[src/sv/assert_macros.svh]
// assertion macros shared by the compass heading rtl
`ifndef ASSERT_MACROS_SVH
`define ASSERT_MACROS_SVH

// same-cycle implication, checked on every rising edge outside reset
`define CHC_ASSERT_IMP(label, ante, cons, msg) \
  label: assert property (@(posedge clk) disable iff (!rst_n) (ante) |-> (cons)) \
    else $error(msg);

// next-cycle implication, checked on every rising edge outside reset
`define CHC_ASSERT_NXT(label, ante, cons, msg) \
  label: assert property (@(posedge clk) disable iff (!rst_n) (ante) |=> (cons)) \
    else $error(msg);

`endif

[src/sv/chc_pkg.sv]
// shared constants, types and the arctangent table of the compass heading block
package chc_pkg;

  // angle precision of the cordic accumulator
  localparam int ANGLE_FRAC_BITS = 16;
  localparam int TABLE_FRAC      = 20;
  localparam int TAB_SHIFT       = TABLE_FRAC - ANGLE_FRAC_BITS;
  localparam int CORDIC_ITERS    = 20;
  localparam int CIT_W           = $clog2(CORDIC_ITERS);
  localparam int INPUT_SHIFT     = 16;

  // sample, centered value and span widths
  localparam int SAMPLE_W    = 16;
  localparam int CTR_W       = SAMPLE_W + 2;
  localparam int SPAN_W      = SAMPLE_W;
  localparam int MAG_W       = SAMPLE_W;
  localparam int SCALE_SHIFT = 10;
  localparam int QUO_W       = SCALE_SHIFT + 1;
  localparam int SQ_W        = QUO_W + 1;
  localparam int DSTEP_W     = $clog2(QUO_W + 1);

  // cordic datapath widths
  localparam int CX_W = 30;
  localparam int Z_W  = ANGLE_FRAC_BITS + 9;

  // heading arithmetic
  localparam int DECL_W = 6;
  localparam int HEAD_W = 9;
  localparam int SUM_W  = 11;

  // queue between front and back
  localparam int FIFO_DEPTH = 2;
  localparam int FPTR_W     = $clog2(FIFO_DEPTH);
  localparam int FCNT_W     = $clog2(FIFO_DEPTH + 1);

  // configuration port
  localparam int   PADDR_W      = 3;
  localparam int   PDATA_W      = 32;
  localparam logic REG_DECL_IDX = 1'b0;

  // one classified request as queued for the back end
  typedef struct packed {
    logic                     cal;
    logic signed [CTR_W-1:0]  x_ctr;
    logic signed [CTR_W-1:0]  y_ctr;
    logic [SPAN_W-1:0]        x_span;
    logic [SPAN_W-1:0]        y_span;
  } chc_item_t;

  // queue status seen by both sides
  typedef struct packed {
    logic full;
    logic empty;
  } chc_fifo_st_t;

  // atan(2^-i) in degrees, rescaled to the accumulator precision
  function automatic logic signed [Z_W-1:0] atan_ent(input logic [CIT_W-1:0] idx);
    logic [26:0] t;
    unique case (idx)
      5'd0:    t = 27'd47185920;
      5'd1:    t = 27'd27855475;
      5'd2:    t = 27'd14718068;
      5'd3:    t = 27'd7471121;
      5'd4:    t = 27'd3750058;
      5'd5:    t = 27'd1876857;
      5'd6:    t = 27'd938658;
      5'd7:    t = 27'd469357;
      5'd8:    t = 27'd234682;
      5'd9:    t = 27'd117342;
      5'd10:   t = 27'd58671;
      5'd11:   t = 27'd29335;
      5'd12:   t = 27'd14668;
      5'd13:   t = 27'd7334;
      5'd14:   t = 27'd3667;
      5'd15:   t = 27'd1833;
      5'd16:   t = 27'd917;
      5'd17:   t = 27'd458;
      5'd18:   t = 27'd229;
      5'd19:   t = 27'd115;
      default: t = '0;
    endcase
    return Z_W'(t >> TAB_SHIFT);
  endfunction

endpackage

[src/sv/compass_heading_autocal.sv]
// compass heading with min/max hard-iron autocalibration, top level
// a calibrated request passes intake, queue, 11 divider steps and handoff, 20 cordic steps,
//   fix and output; the cordic is skipped when scaled x is zero, and an uncalibrated request
//   goes from the queue to the output; the back end takes its next request only after the
//   last one's result has been loaded into the output register
// reset: synchronous active-low rst_n clears extremes, declination, queue and control
`include "assert_macros.svh"

module compass_heading_autocal import chc_pkg::*; (
  input  logic                       clk,
  input  logic                       rst_n,
  input  logic                       in_valid,
  output logic                       in_ready,
  input  logic signed [SAMPLE_W-1:0] in_x_sample,
  input  logic signed [SAMPLE_W-1:0] in_y_sample,
  output logic                       out_valid,
  input  logic                       out_ready,
  output logic signed [HEAD_W-1:0]   out_heading_deg,
  output logic                       out_heading_valid,
  input  logic                       psel,
  input  logic                       penable,
  input  logic                       pwrite,
  input  logic [PADDR_W-1:0]         paddr,
  input  logic [PDATA_W-1:0]         pwdata,
  output logic [PDATA_W-1:0]         prdata,
  output logic                       pready
);

  logic signed [DECL_W-1:0] decl_r, decl_nxt;
  logic                     cfg_wr;
  chc_fifo_st_t             fst;
  chc_item_t                wr_item, rd_item;
  logic                     push, pop, front_cal;
  logic                     out_uncal, out_cal, head_in_range;

  // configuration register
  assign pready = 1'b1;
  assign cfg_wr = psel && penable && pwrite && pready;

  always_comb begin
    decl_nxt = decl_r;
    if (cfg_wr && (paddr[PADDR_W-1] == REG_DECL_IDX)) begin
      decl_nxt = pwdata[DECL_W-1:0];
    end
  end

  always_ff @(posedge clk) begin
    if (!rst_n) begin
      decl_r <= '0;
    end else begin
      decl_r <= decl_nxt;
    end
  end

  assign prdata = (paddr[PADDR_W-1] == REG_DECL_IDX) ? PDATA_W'(decl_r) : '0;

  // front end, queue, back end
  chc_front u_front (
    .clk         (clk),
    .rst_n       (rst_n),
    .in_valid    (in_valid),
    .in_ready    (in_ready),
    .in_x_sample (in_x_sample),
    .in_y_sample (in_y_sample),
    .fst         (fst),
    .push        (push),
    .item        (wr_item),
    .cal         (front_cal)
  );

  chc_fifo u_fifo (
    .clk     (clk),
    .rst_n   (rst_n),
    .push    (push),
    .wr_item (wr_item),
    .pop     (pop),
    .rd_item (rd_item),
    .st      (fst)
  );

  chc_back u_back (
    .clk               (clk),
    .rst_n             (rst_n),
    .fst               (fst),
    .item              (rd_item),
    .pop               (pop),
    .decl              (decl_r),
    .out_valid         (out_valid),
    .out_ready         (out_ready),
    .out_heading_deg   (out_heading_deg),
    .out_heading_valid (out_heading_valid)
  );

  // checks
  assign out_uncal     = out_valid && !out_heading_valid;
  assign out_cal       = out_valid && out_heading_valid;
  assign head_in_range = (out_heading_deg >= -180) && (out_heading_deg <= 180);

  `CHC_ASSERT_IMP(a_uncal_zero, out_uncal, out_heading_deg == '0, "uncalibrated heading nonzero")
  `CHC_ASSERT_IMP(a_head_range, out_valid, head_in_range, "heading outside -180..180")
  `CHC_ASSERT_NXT(a_cal_sticky, front_cal, front_cal, "calibration lost")
  `CHC_ASSERT_IMP(a_valid_cal, out_cal, front_cal, "valid heading without calibration")

endmodule

[src/sv/chc_front.sv]
// front end: sample intake, min/max tracking and classification into the queue
module chc_front import chc_pkg::*; (
  input  logic                       clk,
  input  logic                       rst_n,
  input  logic                       in_valid,
  output logic                       in_ready,
  input  logic signed [SAMPLE_W-1:0] in_x_sample,
  input  logic signed [SAMPLE_W-1:0] in_y_sample,
  input  chc_fifo_st_t               fst,
  output logic                       push,
  output chc_item_t                  item,
  output logic                       cal
);

  logic                       pend_r, pend_nxt;
  logic signed [SAMPLE_W-1:0] xs_r, ys_r;
  logic signed [SAMPLE_W-1:0] x_min_r, x_max_r, y_min_r, y_max_r;
  logic signed [SAMPLE_W-1:0] x_min_nxt, x_max_nxt, y_min_nxt, y_max_nxt;
  logic                       accept;
  logic signed [SAMPLE_W:0]   xsum, ysum, xmid, ymid, xdiff, ydiff;

  // one pending request; a new one is taken as the old one leaves
  assign push     = pend_r && !fst.full;
  assign in_ready = !pend_r || !fst.full;
  assign accept   = in_valid && in_ready;

  always_comb begin
    pend_nxt = pend_r;
    if (accept) begin
      pend_nxt = 1'b1;
    end else if (push) begin
      pend_nxt = 1'b0;
    end
  end

  // widen the running extremes with the new sample
  always_comb begin
    x_min_nxt = x_min_r;
    x_max_nxt = x_max_r;
    y_min_nxt = y_min_r;
    y_max_nxt = y_max_r;
    if (accept) begin
      if (in_x_sample < x_min_r) begin
        x_min_nxt = in_x_sample;
      end else if (in_x_sample > x_max_r) begin
        x_max_nxt = in_x_sample;
      end
      if (in_y_sample < y_min_r) begin
        y_min_nxt = in_y_sample;
      end else if (in_y_sample > y_max_r) begin
        y_max_nxt = in_y_sample;
      end
    end
  end

  always_ff @(posedge clk) begin
    if (!rst_n) begin
      pend_r  <= 1'b0;
      x_min_r <= '0;
      x_max_r <= '0;
      y_min_r <= '0;
      y_max_r <= '0;
    end else begin
      pend_r  <= pend_nxt;
      x_min_r <= x_min_nxt;
      x_max_r <= x_max_nxt;
      y_min_r <= y_min_nxt;
      y_max_r <= y_max_nxt;
    end
  end

  always_ff @(posedge clk) begin
    if (accept) begin
      xs_r <= in_x_sample;
      ys_r <= in_y_sample;
    end
  end

  // hard-iron midpoint, truncated toward zero
  always_comb begin
    xsum  = (SAMPLE_W+1)'(x_min_r) + (SAMPLE_W+1)'(x_max_r);
    ysum  = (SAMPLE_W+1)'(y_min_r) + (SAMPLE_W+1)'(y_max_r);
    xmid  = (xsum + $signed({{SAMPLE_W{1'b0}}, xsum[SAMPLE_W]})) >>> 1;
    ymid  = (ysum + $signed({{SAMPLE_W{1'b0}}, ysum[SAMPLE_W]})) >>> 1;
    xdiff = (SAMPLE_W+1)'(x_max_r) - (SAMPLE_W+1)'(x_min_r);
    ydiff = (SAMPLE_W+1)'(y_max_r) - (SAMPLE_W+1)'(y_min_r);
  end

  // classification and centered values for the back end
  assign cal         = (x_min_r != x_max_r) && (y_min_r != y_max_r);
  assign item.cal    = cal;
  assign item.x_ctr  = CTR_W'(xs_r) - CTR_W'(xmid);
  assign item.y_ctr  = CTR_W'(ys_r) - CTR_W'(ymid);
  assign item.x_span = xdiff[SPAN_W-1:0];
  assign item.y_span = ydiff[SPAN_W-1:0];

endmodule

[src/sv/chc_fifo.sv]
// short request queue between the front and back ends
module chc_fifo import chc_pkg::*; (
  input  logic         clk,
  input  logic         rst_n,
  input  logic         push,
  input  chc_item_t    wr_item,
  input  logic         pop,
  output chc_item_t    rd_item,
  output chc_fifo_st_t st
);

  chc_item_t         mem_r [FIFO_DEPTH];
  logic [FPTR_W-1:0] wr_ptr_r, wr_ptr_nxt, rd_ptr_r, rd_ptr_nxt;
  logic [FCNT_W-1:0] cnt_r, cnt_nxt;

  assign st.full  = (cnt_r == FCNT_W'(FIFO_DEPTH));
  assign st.empty = (cnt_r == '0);
  assign rd_item  = mem_r[rd_ptr_r];

  // pointer and fill count update
  always_comb begin
    wr_ptr_nxt = wr_ptr_r;
    rd_ptr_nxt = rd_ptr_r;
    cnt_nxt    = cnt_r;
    if (push) begin
      wr_ptr_nxt = (wr_ptr_r == FPTR_W'(FIFO_DEPTH - 1)) ? '0 : wr_ptr_r + 1'b1;
    end
    if (pop) begin
      rd_ptr_nxt = (rd_ptr_r == FPTR_W'(FIFO_DEPTH - 1)) ? '0 : rd_ptr_r + 1'b1;
    end
    if (push && !pop) begin
      cnt_nxt = cnt_r + 1'b1;
    end else if (pop && !push) begin
      cnt_nxt = cnt_r - 1'b1;
    end
  end

  always_ff @(posedge clk) begin
    if (!rst_n) begin
      wr_ptr_r <= '0;
      rd_ptr_r <= '0;
      cnt_r    <= '0;
    end else begin
      wr_ptr_r <= wr_ptr_nxt;
      rd_ptr_r <= rd_ptr_nxt;
      cnt_r    <= cnt_nxt;
    end
  end

  // entry storage
  always_ff @(posedge clk) begin
    if (push) begin
      mem_r[wr_ptr_r] <= wr_item;
    end
  end

endmodule

[src/sv/chc_div.sv]
// radix-2 restoring divider: centered value * 1024 / span, truncated toward zero
module chc_div import chc_pkg::*; (
  input  logic                    clk,
  input  logic                    rst_n,
  input  logic                    start,
  input  logic signed [CTR_W-1:0] ctr,
  input  logic [SPAN_W-1:0]       span,
  output logic                    done,
  output logic signed [SQ_W-1:0]  quo
);

  localparam int NUM_W = MAG_W + SCALE_SHIFT;

  logic                    busy_r, busy_nxt, done_r, done_nxt;
  logic [DSTEP_W-1:0]      step_r, step_nxt;
  logic [SPAN_W-1:0]       rem_r, rem_nxt, span_r;
  logic [QUO_W-1:0]        sh_r, sh_nxt, q_r, q_nxt;
  logic                    neg_r;
  logic signed [CTR_W-1:0] neg_ctr;
  logic [MAG_W-1:0]        mag;
  logic [NUM_W-1:0]        num;
  logic [SPAN_W:0]         trial;
  logic                    ge;
  logic signed [SQ_W-1:0]  qs;

  // magnitude of the scaled dividend; the high part is already below the span
  assign neg_ctr = -ctr;
  assign mag     = ctr[CTR_W-1] ? MAG_W'(neg_ctr) : MAG_W'(ctr);
  assign num     = {mag, {SCALE_SHIFT{1'b0}}};

  // one quotient bit per cycle
  always_comb begin
    trial    = {rem_r, sh_r[QUO_W-1]};
    ge       = trial >= {1'b0, span_r};
    rem_nxt  = ge ? SPAN_W'(trial - {1'b0, span_r}) : SPAN_W'(trial);
    sh_nxt   = sh_r << 1;
    q_nxt    = {q_r[QUO_W-2:0], ge};
    busy_nxt = busy_r;
    done_nxt = 1'b0;
    step_nxt = step_r;
    if (start) begin
      busy_nxt = 1'b1;
      step_nxt = DSTEP_W'(QUO_W);
    end else if (busy_r) begin
      step_nxt = step_r - 1'b1;
      if (step_r == DSTEP_W'(1)) begin
        busy_nxt = 1'b0;
        done_nxt = 1'b1;
      end
    end
  end

  always_ff @(posedge clk) begin
    if (!rst_n) begin
      busy_r <= 1'b0;
      done_r <= 1'b0;
      step_r <= '0;
    end else begin
      busy_r <= busy_nxt;
      done_r <= done_nxt;
      step_r <= step_nxt;
    end
  end

  always_ff @(posedge clk) begin
    if (start) begin
      rem_r  <= SPAN_W'(num[NUM_W-1:QUO_W]);
      sh_r   <= num[QUO_W-1:0];
      q_r    <= '0;
      span_r <= span;
      neg_r  <= ctr[CTR_W-1];
    end else if (busy_r) begin
      rem_r <= rem_nxt;
      sh_r  <= sh_nxt;
      q_r   <= q_nxt;
    end
  end

  // signed quotient
  assign qs   = $signed({1'b0, q_r});
  assign quo  = neg_r ? -qs : qs;
  assign done = done_r;

endmodule

[src/sv/chc_back.sv]
// back end: axis scaling, cordic arctangent, heading fixup and result register
module chc_back import chc_pkg::*; (
  input  logic                     clk,
  input  logic                     rst_n,
  input  chc_fifo_st_t             fst,
  input  chc_item_t                item,
  output logic                     pop,
  input  logic signed [DECL_W-1:0] decl,
  output logic                     out_valid,
  input  logic                     out_ready,
  output logic signed [HEAD_W-1:0] out_heading_deg,
  output logic                     out_heading_valid
);

  localparam logic [2:0] ST_IDLE = 3'd0;
  localparam logic [2:0] ST_DIV  = 3'd1;
  localparam logic [2:0] ST_CORD = 3'd2;
  localparam logic [2:0] ST_FIX  = 3'd3;
  localparam logic [2:0] ST_DONE = 3'd4;

  localparam logic signed [SUM_W-1:0] DEG_90  = SUM_W'(90);
  localparam logic signed [SUM_W-1:0] DEG_180 = SUM_W'(180);
  localparam logic signed [SUM_W-1:0] DEG_360 = SUM_W'(360);

  logic [2:0]               st_r, st_nxt;
  logic [CIT_W-1:0]         it_r, it_nxt;
  logic signed [CX_W-1:0]   cx_r, cx_nxt, cy_r, cy_nxt, dx, dy;
  logic signed [Z_W-1:0]    z_r, z_nxt, ang, zabs;
  logic [Z_W-1:0]           zint;
  logic                     xzero_r, xzero_nxt, xneg_r, xneg_nxt;
  logic                     ypos_r, ypos_nxt, yneg_r, yneg_nxt;
  logic signed [HEAD_W-1:0] res_h_r, res_h_nxt;
  logic                     res_v_r, res_v_nxt;
  logic                     out_valid_r, out_valid_nxt, load;
  logic signed [HEAD_W-1:0] out_h_r;
  logic                     out_v_r;
  logic                     div_start, div_x_done, div_y_done;
  logic signed [SQ_W-1:0]   quo_x, quo_y, qx_abs, qy_adj;
  logic signed [SUM_W-1:0]  atan_v, zi, comp, hsum, hwrap;

  // dividers for the two axes run side by side
  chc_div u_div_x (
    .clk   (clk),
    .rst_n (rst_n),
    .start (div_start),
    .ctr   (item.x_ctr),
    .span  (item.x_span),
    .done  (div_x_done),
    .quo   (quo_x)
  );

  chc_div u_div_y (
    .clk   (clk),
    .rst_n (rst_n),
    .start (div_start),
    .ctr   (item.y_ctr),
    .span  (item.y_span),
    .done  (div_y_done),
    .quo   (quo_y)
  );

  assign pop       = (st_r == ST_IDLE) && !fst.empty;
  assign div_start = pop && item.cal;

  // cordic step operands
  assign dx  = cy_r >>> it_r;
  assign dy  = cx_r >>> it_r;
  assign ang = atan_ent(it_r);

  // vector turned through 180 degrees into the right half plane when x is negative
  assign qx_abs = quo_x[SQ_W-1] ? -quo_x : quo_x;
  assign qy_adj = quo_x[SQ_W-1] ? -quo_y : quo_y;

  // whole degrees truncated toward zero, quadrant fix, declination and wrap
  always_comb begin
    zabs = z_r[Z_W-1] ? -z_r : z_r;
    zint = zabs >> ANGLE_FRAC_BITS;
    zi   = SUM_W'(zint);
    if (xzero_r) begin
      atan_v = ypos_r ? DEG_90 : (yneg_r ? -DEG_90 : '0);
    end else begin
      atan_v = z_r[Z_W-1] ? -zi : zi;
    end
    comp = '0;
    if (xneg_r) begin
      comp = ypos_r ? DEG_180 : -DEG_180;
    end
    hsum = atan_v + SUM_W'(decl) + comp;
    if (hsum < -DEG_180) begin
      hwrap = hsum + DEG_360;
    end else if (hsum > DEG_180) begin
      hwrap = hsum - DEG_360;
    end else begin
      hwrap = hsum;
    end
  end

  // sequencer
  always_comb begin
    st_nxt    = st_r;
    it_nxt    = it_r;
    cx_nxt    = cx_r;
    cy_nxt    = cy_r;
    z_nxt     = z_r;
    xzero_nxt = xzero_r;
    xneg_nxt  = xneg_r;
    ypos_nxt  = ypos_r;
    yneg_nxt  = yneg_r;
    res_h_nxt = res_h_r;
    res_v_nxt = res_v_r;
    load      = 1'b0;
    unique case (st_r)
      ST_IDLE: begin
        if (pop) begin
          if (item.cal) begin
            st_nxt = ST_DIV;
          end else begin
            res_h_nxt = '0;
            res_v_nxt = 1'b0;
            st_nxt    = ST_DONE;
          end
        end
      end
      ST_DIV: begin
        if (div_x_done && div_y_done) begin
          xzero_nxt = (quo_x == '0);
          xneg_nxt  = quo_x[SQ_W-1];
          ypos_nxt  = !quo_y[SQ_W-1] && (quo_y != '0);
          yneg_nxt  = quo_y[SQ_W-1];
          cx_nxt    = CX_W'(qx_abs) <<< INPUT_SHIFT;
          cy_nxt    = CX_W'(qy_adj) <<< INPUT_SHIFT;
          z_nxt     = '0;
          it_nxt    = '0;
          st_nxt    = (quo_x == '0) ? ST_FIX : ST_CORD;
        end
      end
      ST_CORD: begin
        if (!cy_r[CX_W-1]) begin
          cx_nxt = cx_r + dx;
          cy_nxt = cy_r - dy;
          z_nxt  = z_r + ang;
        end else begin
          cx_nxt = cx_r - dx;
          cy_nxt = cy_r + dy;
          z_nxt  = z_r - ang;
        end
        it_nxt = it_r + 1'b1;
        if (it_r == CIT_W'(CORDIC_ITERS - 1)) begin
          st_nxt = ST_FIX;
        end
      end
      ST_FIX: begin
        res_h_nxt = HEAD_W'(hwrap);
        res_v_nxt = 1'b1;
        st_nxt    = ST_DONE;
      end
      ST_DONE: begin
        if (!out_valid_r || out_ready) begin
          load   = 1'b1;
          st_nxt = ST_IDLE;
        end
      end
      default: begin
        st_nxt = ST_IDLE;
      end
    endcase
  end

  // result register
  always_comb begin
    out_valid_nxt = out_valid_r;
    if (load) begin
      out_valid_nxt = 1'b1;
    end else if (out_ready) begin
      out_valid_nxt = 1'b0;
    end
  end

  always_ff @(posedge clk) begin
    if (!rst_n) begin
      st_r        <= ST_IDLE;
      out_valid_r <= 1'b0;
    end else begin
      st_r        <= st_nxt;
      out_valid_r <= out_valid_nxt;
    end
  end

  always_ff @(posedge clk) begin
    it_r    <= it_nxt;
    cx_r    <= cx_nxt;
    cy_r    <= cy_nxt;
    z_r     <= z_nxt;
    xzero_r <= xzero_nxt;
    xneg_r  <= xneg_nxt;
    ypos_r  <= ypos_nxt;
    yneg_r  <= yneg_nxt;
    res_h_r <= res_h_nxt;
    res_v_r <= res_v_nxt;
    if (load) begin
      out_h_r <= res_h_r;
      out_v_r <= res_v_r;
    end
  end

  assign out_valid         = out_valid_r;
  assign out_heading_deg   = out_h_r;
  assign out_heading_valid = out_v_r;

endmodule
[config.mk]
export PLATFORM = sky130hd
export DESIGN_NAME = compass_heading_autocal
export DESIGN_NICKNAME = d
export VERILOG_FILES = /design/src/sv/chc_pkg.sv /design/src/sv/compass_heading_autocal.sv /design/src/sv/chc_front.sv /design/src/sv/chc_fifo.sv /design/src/sv/chc_div.sv /design/src/sv/chc_back.sv
export VERILOG_INCLUDE_DIRS = /design/src /design/src/sv
export SDC_FILE = /design/constraint.sdc
export NUM_CORES = 2
export LEC_CHECK = 0
export ABC_AREA = 1
export BUFFER_PORTS_ARGS = -buffer_cell sky130_fd_sc_hd__buf_2
export CAP_MARGIN = 20
export CORE_AREA = 2 2 403 325
export CTS_CLUSTER_DIAMETER = 60
export CTS_CLUSTER_SIZE = 24
export DETAILED_ROUTE_END_ITERATION = 8
export DIE_AREA = 0 0 405 327
export GPL_ROUTABILITY_DRIVEN = 0
export HOLD_SLACK_MARGIN = 0.06
export PLACE_DENSITY_LB_ADDON = 0.05
export SYNTH_ARGS = -nofsm -noshare
export SYNTH_HDL_FRONTEND = slang
export SYNTH_SLANG_ARGS = --single-unit
[constraint.sdc]
create_clock -name clk -period 5.63 [get_ports clk]
set_input_delay 0.2815 -clock clk [delete_from_list [all_inputs] [get_ports clk]]
set_output_delay 0.2815 -clock clk [all_outputs]
set_load 0.01 [all_outputs]
* After elaboration in Yosys (flattened, before gate mapping)
Memory sizes are Yosys's and may differ from the RTL's. A register that Yosys moved wholly into a read port is not among the register bits.
Cells that the tools add are included.
** Operators by class
- Add/sub/neg operators :: 35
- Magnitude comparators :: 8
- Equal/unequal tests :: 15
- Shift operators :: 2
- Mux-type cells :: 77
- Bitwise gates (word level) :: 6
- Reductions and logical operators :: 43
** Operator list (count)
- 2-to-1 mux 30 bit :: 4
- case mux 30 bit (2 select lines) :: 2
- 2-to-1 mux 11 bit :: 10
- 2-to-1 mux 25 bit :: 3
- 2-to-1 mux 16 bit :: 4
- subtractor 16 bit :: 4
- adder 30 bit :: 2
- 2-to-1 mux 15 bit :: 4
- >>> shifter 30 x 5 -> 30 bit :: 2
- subtractor 30 bit :: 2
- case mux 25 bit (2 select lines) :: 1
- 2-to-1 mux 12 bit :: 4
- 2-to-1 mux 9 bit :: 4
- adder 16 x 16 -> 17 bit :: 2
- adder 17 x 2 -> 17 bit :: 2
- >= comparator 17 x 16 -> 1 bit :: 2
- subtractor 16 x 16 -> 17 bit :: 2
- > comparator 16 bit :: 2
- < comparator 16 bit :: 2
- 2-to-1 mux 32 bit :: 1
- inequality test 16 bit :: 2
- negation 16 bit :: 2
- adder 25 x 24 -> 25 bit :: 1
- negation 25 bit :: 1
- 46 further kinds :: 121
** Word-level totals
- Register bits after elaboration :: 327
- Memory bits (writable) :: 138
- ROM bits :: 832
- Output and inout port bits :: 45
- Logic and storage cells :: 233
- Memories kept :: 2
** Memory list
- (no name shown) :: depth 32, bits a word 26, rd ports 1, clocked after memory_dff 1, write ports 0, RTL line chc_pkg.sv:59 : unique case (idx)
- u_fifo.mem_r :: depth 2, bits a word 69, rd ports 1, clocked after memory_dff 1, write ports 1, RTL line chc_fifo.sv:12 : chc_item_t mem_r [FIFO_DEPTH];

* Logic depth before layout (Yosys ltp)
- Word-level depth :: 11
- Depth in mapped cells :: 39
- Depth with buffers taken out :: 37

* By module
A second synthesis with hierarchy kept.
** Second synthesis, totals
- Cells, all modules :: 5819
- Area total of the unflattened synthesis :: 41678.7 µm²
** By module, submodules not included
- chc_back :: times used 1, cells an instance 2720, area each 16993.8 µm², seq. area each 3943.8 µm²
- chc_front :: times used 1, cells an instance 1721, area each 11324.6 µm², seq. area each 2262.2 µm²
- chc_div :: times used 2, cells an instance 522, area each 3758.6 µm², seq. area each 1351.3 µm²
- chc_fifo :: times used 1, cells an instance 250, area each 5248.8 µm², seq. area each 4244.1 µm²
- compass_heading_autocal :: times used 1, cells an instance 84, area each 594.3 µm², seq. area each 120.1 µm²

* Least setup slack after synthesis
Ideal clock, no wire load.
- Path kind :: register to register
- Start :: reg u_front.x_max_r[0]
- End :: mem u_fifo.mem_r[0][67] (netlist name) (data pin)
- Library setup time :: 0.271 ns
- Arrival :: 4.232 ns
- Data required time :: 5.359 ns
- Setup slack :: 1.127 ns
- Cell stages (with the launch flop) :: 27
- Clock period less this slack :: 4.503 ns
- Cells stage by stage :: dfxtp_1 -> ha_1 -> fa_1 -> a21oi_1 -> o21ai_2 -> nand3_2 -> nand2_1 -> nand3_1 -> nand2_1 -> nand2_1 -> nand2_1 -> nor2_2 -> ha_1 -> nand4_1 -> nor2_1 -> inv_1 -> or2_2 -> nor3_1 -> xor2_1 -> ha_1 -> nand2_1 -> o21ai_0 -> a31oi_1 -> o21ai_0 -> a21boi_0 -> o211ai_1 -> o21ai_0
** RTL lines
- from (decl) :: RTL line chc_front.sv:17 : logic signed [SAMPLE_W-1:0] x_min_r, x_max_r, y_min_r, y_max_r;
- from (signal assigned) :: RTL line chc_front.sv:66 : x_max_r <= x_max_nxt;
- to (decl) :: RTL line chc_fifo.sv:12

==> run summary <==
The endpoint arrival time on the critical path came out at 5.54 ns. The row count is between 100 and 150. The final route contains 33,030 vias.

For this run, the post-layout net count is approximately 5,600. After legalization and detailed placement, the total HPWL measured 89,920 µm. Counting flops with an async set or reset pin after synthesis yields a share of 0%. Of all cell types, the one taking the most synthesized area is sky130_fd_sc_hd__edfxtp_1. The pin count of the biggest net entering global routing is 59. The die height came out at approximately 330 µm. Between clock sinks in the finished design, the worst skew comes to about 0.026 ns. The synthesized netlist net count came out at 5,538. The first-pass iteration count of the detailed router came out at 7. The max-slew violation count is 0. The fraction of layout cells with a size suffix above 1 came out at approximately 7.9%. The cell sitting at the root of the clock tree is a sky130_fd_sc_hd__clkbuf_16. In this run the remaining antenna-violating nets after routing total 0.

The part of the cycle the worst path needs came out at around 90%. The startpoint of the most critical register-to-register path is u_front.y_max_r[0]. The non-filler instance count after layout came out at 6,989. The via count of the first global-routing pass is 32,010. The number of flops mapped to enable cells by yosys is 346. The proportion of synthesized chip area in sequential cells is 34.28%. The area enclosed by the die boundary came out at roughly 130,000 µm². The TritonCTS buffer count is 57. The number of distinct library cell variants in the gate-level netlist after synthesis came out at 74. The setup check on the worst reg-to-reg path leaves a slack of 0.50 ns.

In this run the critical register-to-register path is captured at u_fifo.mem_r[1][47]. The classification of the worst-slack hold path is in -> reg. For this run, the total global-route usage over all layers was measured as 17.30%. The top-level port count came out at approximately 120. The vias per cell came out at roughly 4.7.

For this run, the top clock speed supported by timing is 195.1 MHz. The wire length of the first global-routing pass is 183,600 µm. The number of buffer cells added on primary ports is ~90. The dominant cell by count in the synthesized netlist is sky130_fd_sc_hd__nand2_1. The area added between synthesis and finish is 12.42%.

The detailed router finished its first iteration with 1,999 violations. Subtracting the final worst setup slack from the clock period gives 5.126 ns. Of all nets on the critical path, the largest fanout is 4.

The run finished with clean final reports. The buffer levels on the longest clock path is 3. After synthesis the cells add up to ~38,000 µm². The area used by multi-input combinational logic came out at approximately 22,000 µm². The number of DRC violations after detailed routing is 0.

The dominant register cell in the synthesized netlist is sky130_fd_sc_hd__edfxtp_1. Clock tree synthesis found a total of 484 sinks. The worst-case IR drop observed on VDD is 0.2706 mV. Setup violations remaining at the end of the flow were counted as 0. The beginning of the worst hold path is penable. The classification of the worst setup path is reg -> reg. Summed over all cells, the static leakage comes to 18.68 nW. The number of max-capacitance violations reported is 0.

The total instance count after detailed placement came out at about 6,800. The number of inserted filler cells in the final layout is between 10,000 and 15,000. The source-to-sink clock delay at the later pin of the worst-skew pair is 0.67 ns.

The worst hold path terminates at decl_r[2]. STA classifies the critical path endpoint as a register. The worst slew slack as a fraction of its limit is 32.67%. The placeable core region came out at 128,600 µm².

At the end of the flow the core is filled with cells to between 30 and 40%. The clock-pin slew on the worst setup and hold paths came out at 0.08 ns. The share of the synthesized area in the top cell type is between 20 and 30%. At the worst endpoint, the required time is between 6 and 7 ns. The synthesis warning total came out at 0. In the final layout, flip-flops and latches occupy 13,150 µm².

The clock tree from TritonCTS is built. The cell count of the worst hold path is 5. The routed wire length per instance is approximately 17 µm.

The deepest level of the CTS H-tree came out at 2. Measured in cells, the most critical reg-to-reg path has a length of 27. The die width is 405 µm. For this design the ratio of total power to cell area is 388.2 nW/µm².

After synthesis, the cell types taking the most area are sky130_fd_sc_hd__edfxtp_1, sky130_fd_sc_hd__nand2_1, sky130_fd_sc_hd__ha_1, sky130_fd_sc_hd__dfxtp_1, sky130_fd_sc_hd__a21oi_1. The initial core utilization came out at 29.83%. At the pin with the least slew margin, the transition time is 1.009 ns.

After synthesis the netlist holds a flip-flop and latch count of 484. The post-synthesis instance total is 5,135. The aggregate routed wire length came out at between 100,000 and 150,000 µm.

The number of hold violations in the final report is 0. The initial antenna violation count came out at 1. Counting instances in the post-synthesis netlist gives the leading cell types as sky130_fd_sc_hd__nand2_1, sky130_fd_sc_hd__inv_1, sky130_fd_sc_hd__a21oi_1, sky130_fd_sc_hd__nor2_1, sky130_fd_sc_hd__edfxtp_1.

The remaining global-route overflow is 0. The average size of a mapped cell came out at 7.471 µm². The worst setup path is launched from a register.
-- metal layers --
layer  part of all wire [%]  vias up  routed length [µm]  global-route usage [%]
met5                      0        -                   0                       0
met4                    1.5        0                1765                   3.147
met3                    3.0       91                3452                   1.889
met2                     43      363               50340                   27.00
met1                     52    15120               60690                   25.78
li1                       -    17460                   -                       -
-- placed cells by master (no fill, tap or decap), types with 65 or more instances in the layout --
cell,Yosys,layout
sky130_fd_sc_hd__nand2_1,1160,1160
sky130_fd_sc_hd__inv_1,587,579
sky130_fd_sc_hd__a21oi_1,443,443
sky130_fd_sc_hd__nor2_1,417,409
sky130_fd_sc_hd__edfxtp_1,346,346
sky130_fd_sc_hd__o21ai_0,345,343
sky130_fd_sc_hd__nand3_1,333,331
sky130_fd_sc_hd__ha_1,309,308
sky130_fd_sc_hd__xor2_1,180,178
sky130_fd_sc_hd__dfxtp_1,138,137
sky130_fd_sc_hd__buf_2,56,89
sky130_fd_sc_hd__nor3_1,73,72
sky130_fd_sc_hd__o21ai_1,63,65
-- how the worst max path moves through the flow --
stage	startpoint	to	slack, ns	depth (start not counted)
6_report	u_front.y_max_r[0]	u_fifo.mem_r[1][47]	0.50	27
5_1_grt	u_front.y_min_r[7]	u_fifo.mem_r[0][49]	-0.005	29
4_1_cts	u_back.z_r[1]	u_back.res_h_r[8]	0.22	25
3_3_place_gp	u_back.z_r[1]	u_back.res_h_r[3]	0.21	25
2_1_floorplan	u_front.x_max_r[0]	u_fifo.mem_r[0][67]	1.13	26
3_5_place_dp	u_back.z_r[1]	u_back.res_h_r[3]	0.25	25
-- metrics by stage --
stage / hold slack [ns] / total power (W) / instance area [µm²] / setup TNS [ns] / worst slack [ns]
floorplan: 0.3804 / 0.01070 / 38360 / 0 / 1.127
global placement: 0.4087 / 0.01279 / 40550 / 0 / 0.2125
detailed placement: 0.4080 / 0.01281 / 40580 / 0 / 0.2452
CTS: 0.1300 / 0.01703 / 43040 / 0 / 0.2226
global route: 0.1896 / 0.01822 / 43130 / -0.009166 / -0.004645
finish: 0.1984 / 0.01674 / 43130 / 0 / 0.5035
-- timing repair --
action | 4_1_cts | 5_1_grt
endpoints found under the hold margin | 107 | 0
buffers inserted | 0 | 0
endpoints found under the setup margin | 0 | 17
resized for setup | 0 | 19
hold buffers | 41 | 0
-- power by group --
| group | switching, W | internal [W] |
|---|---|---|
| logic | 0.00484 | 0.00246 |
| registers | 0.000309 | 0.00507 |
| clock network | 0.00190 | 0.00217 |
-- critical path, stage by stage (launching register included) --
cell,delay [ns]
sky130_fd_sc_hd__dfxtp_1,0.35
sky130_fd_sc_hd__ha_1,0.24
sky130_fd_sc_hd__fa_1,0.41
sky130_fd_sc_hd__nand3_1,0.11
sky130_fd_sc_hd__nand2_1,0.16
sky130_fd_sc_hd__a31o_2,0.28
sky130_fd_sc_hd__nand3_1,0.09
sky130_fd_sc_hd__nand2_1,0.05
sky130_fd_sc_hd__nand2_1,0.05
sky130_fd_sc_hd__nand2_1,0.13
sky130_fd_sc_hd__nor2_1,0.16
sky130_fd_sc_hd__ha_1,0.22
sky130_fd_sc_hd__nand4_1,0.21
sky130_fd_sc_hd__nor2_1,0.14
sky130_fd_sc_hd__inv_1,0.08
sky130_fd_sc_hd__nor3_1,0.32
sky130_fd_sc_hd__nand2_1,0.10
sky130_fd_sc_hd__o21ai_0,0.15
sky130_fd_sc_hd__o21ai_0,0.12
sky130_fd_sc_hd__ha_1,0.34
sky130_fd_sc_hd__nand2_1,0.11
sky130_fd_sc_hd__o41ai_2,0.41
sky130_fd_sc_hd__nand3_1,0.12
sky130_fd_sc_hd__nand2_1,0.12
sky130_fd_sc_hd__a21oi_1,0.07
sky130_fd_sc_hd__nor2_1,0.10
sky130_fd_sc_hd__nor2_1,0.07
sky130_fd_sc_hd__xor2_2,0.16
-- sequential cells by signal, indices dropped and copies added (netlist names), 9 cells and up, named ones only --
name                    count
u_front.xs_r               16
u_front.y_max_r            16
u_front.y_min_r            16
u_back.res_h_r              9
u_back.u_div_x.rem_r       16
u_back.ang                 22
u_front.x_max_r            16
u_back.out_heading_deg      9
u_back.u_div_x.q_r         11
u_back.u_div_x.span_r      16
u_back.cx_r                30
u_back.u_div_y.span_r      16
u_front.x_min_r            16
u_back.u_div_y.q_r         11
u_back.u_div_y.rem_r       16
u_back.z_r                 25
u_front.ys_r               16
u_fifo.mem_r              134
u_back.cy_r                30
-- cells by family after synthesis --
kind of cell,count (synthesis),share of synthesized area [%]
multiplexers,13,0.3392
other,1,0.009775
adder cells (fa/ha/maj),329,11.12
flip-flops,484,34.28
buffers and inverters,792,8.539
AND/OR/NAND/NOR,2177,24.21
XOR/XNOR,239,5.456
AO/OA/AOI/OAI,1100,16.04
-- layout make-up --
cell class / count / share of cell area, %
inverters: 605 / 5.280
diodes: 1 / 0.005802
clock inverters: 44 / 1.297
flip-flops and latches: 484 / 30.50
well taps: 1740 / 5.048
multi-input cells: 3859 / 51.11
repair buffers: 193 / 3.302
clock buffers: 63 / 3.455
(Power assumes the default switching activity.)
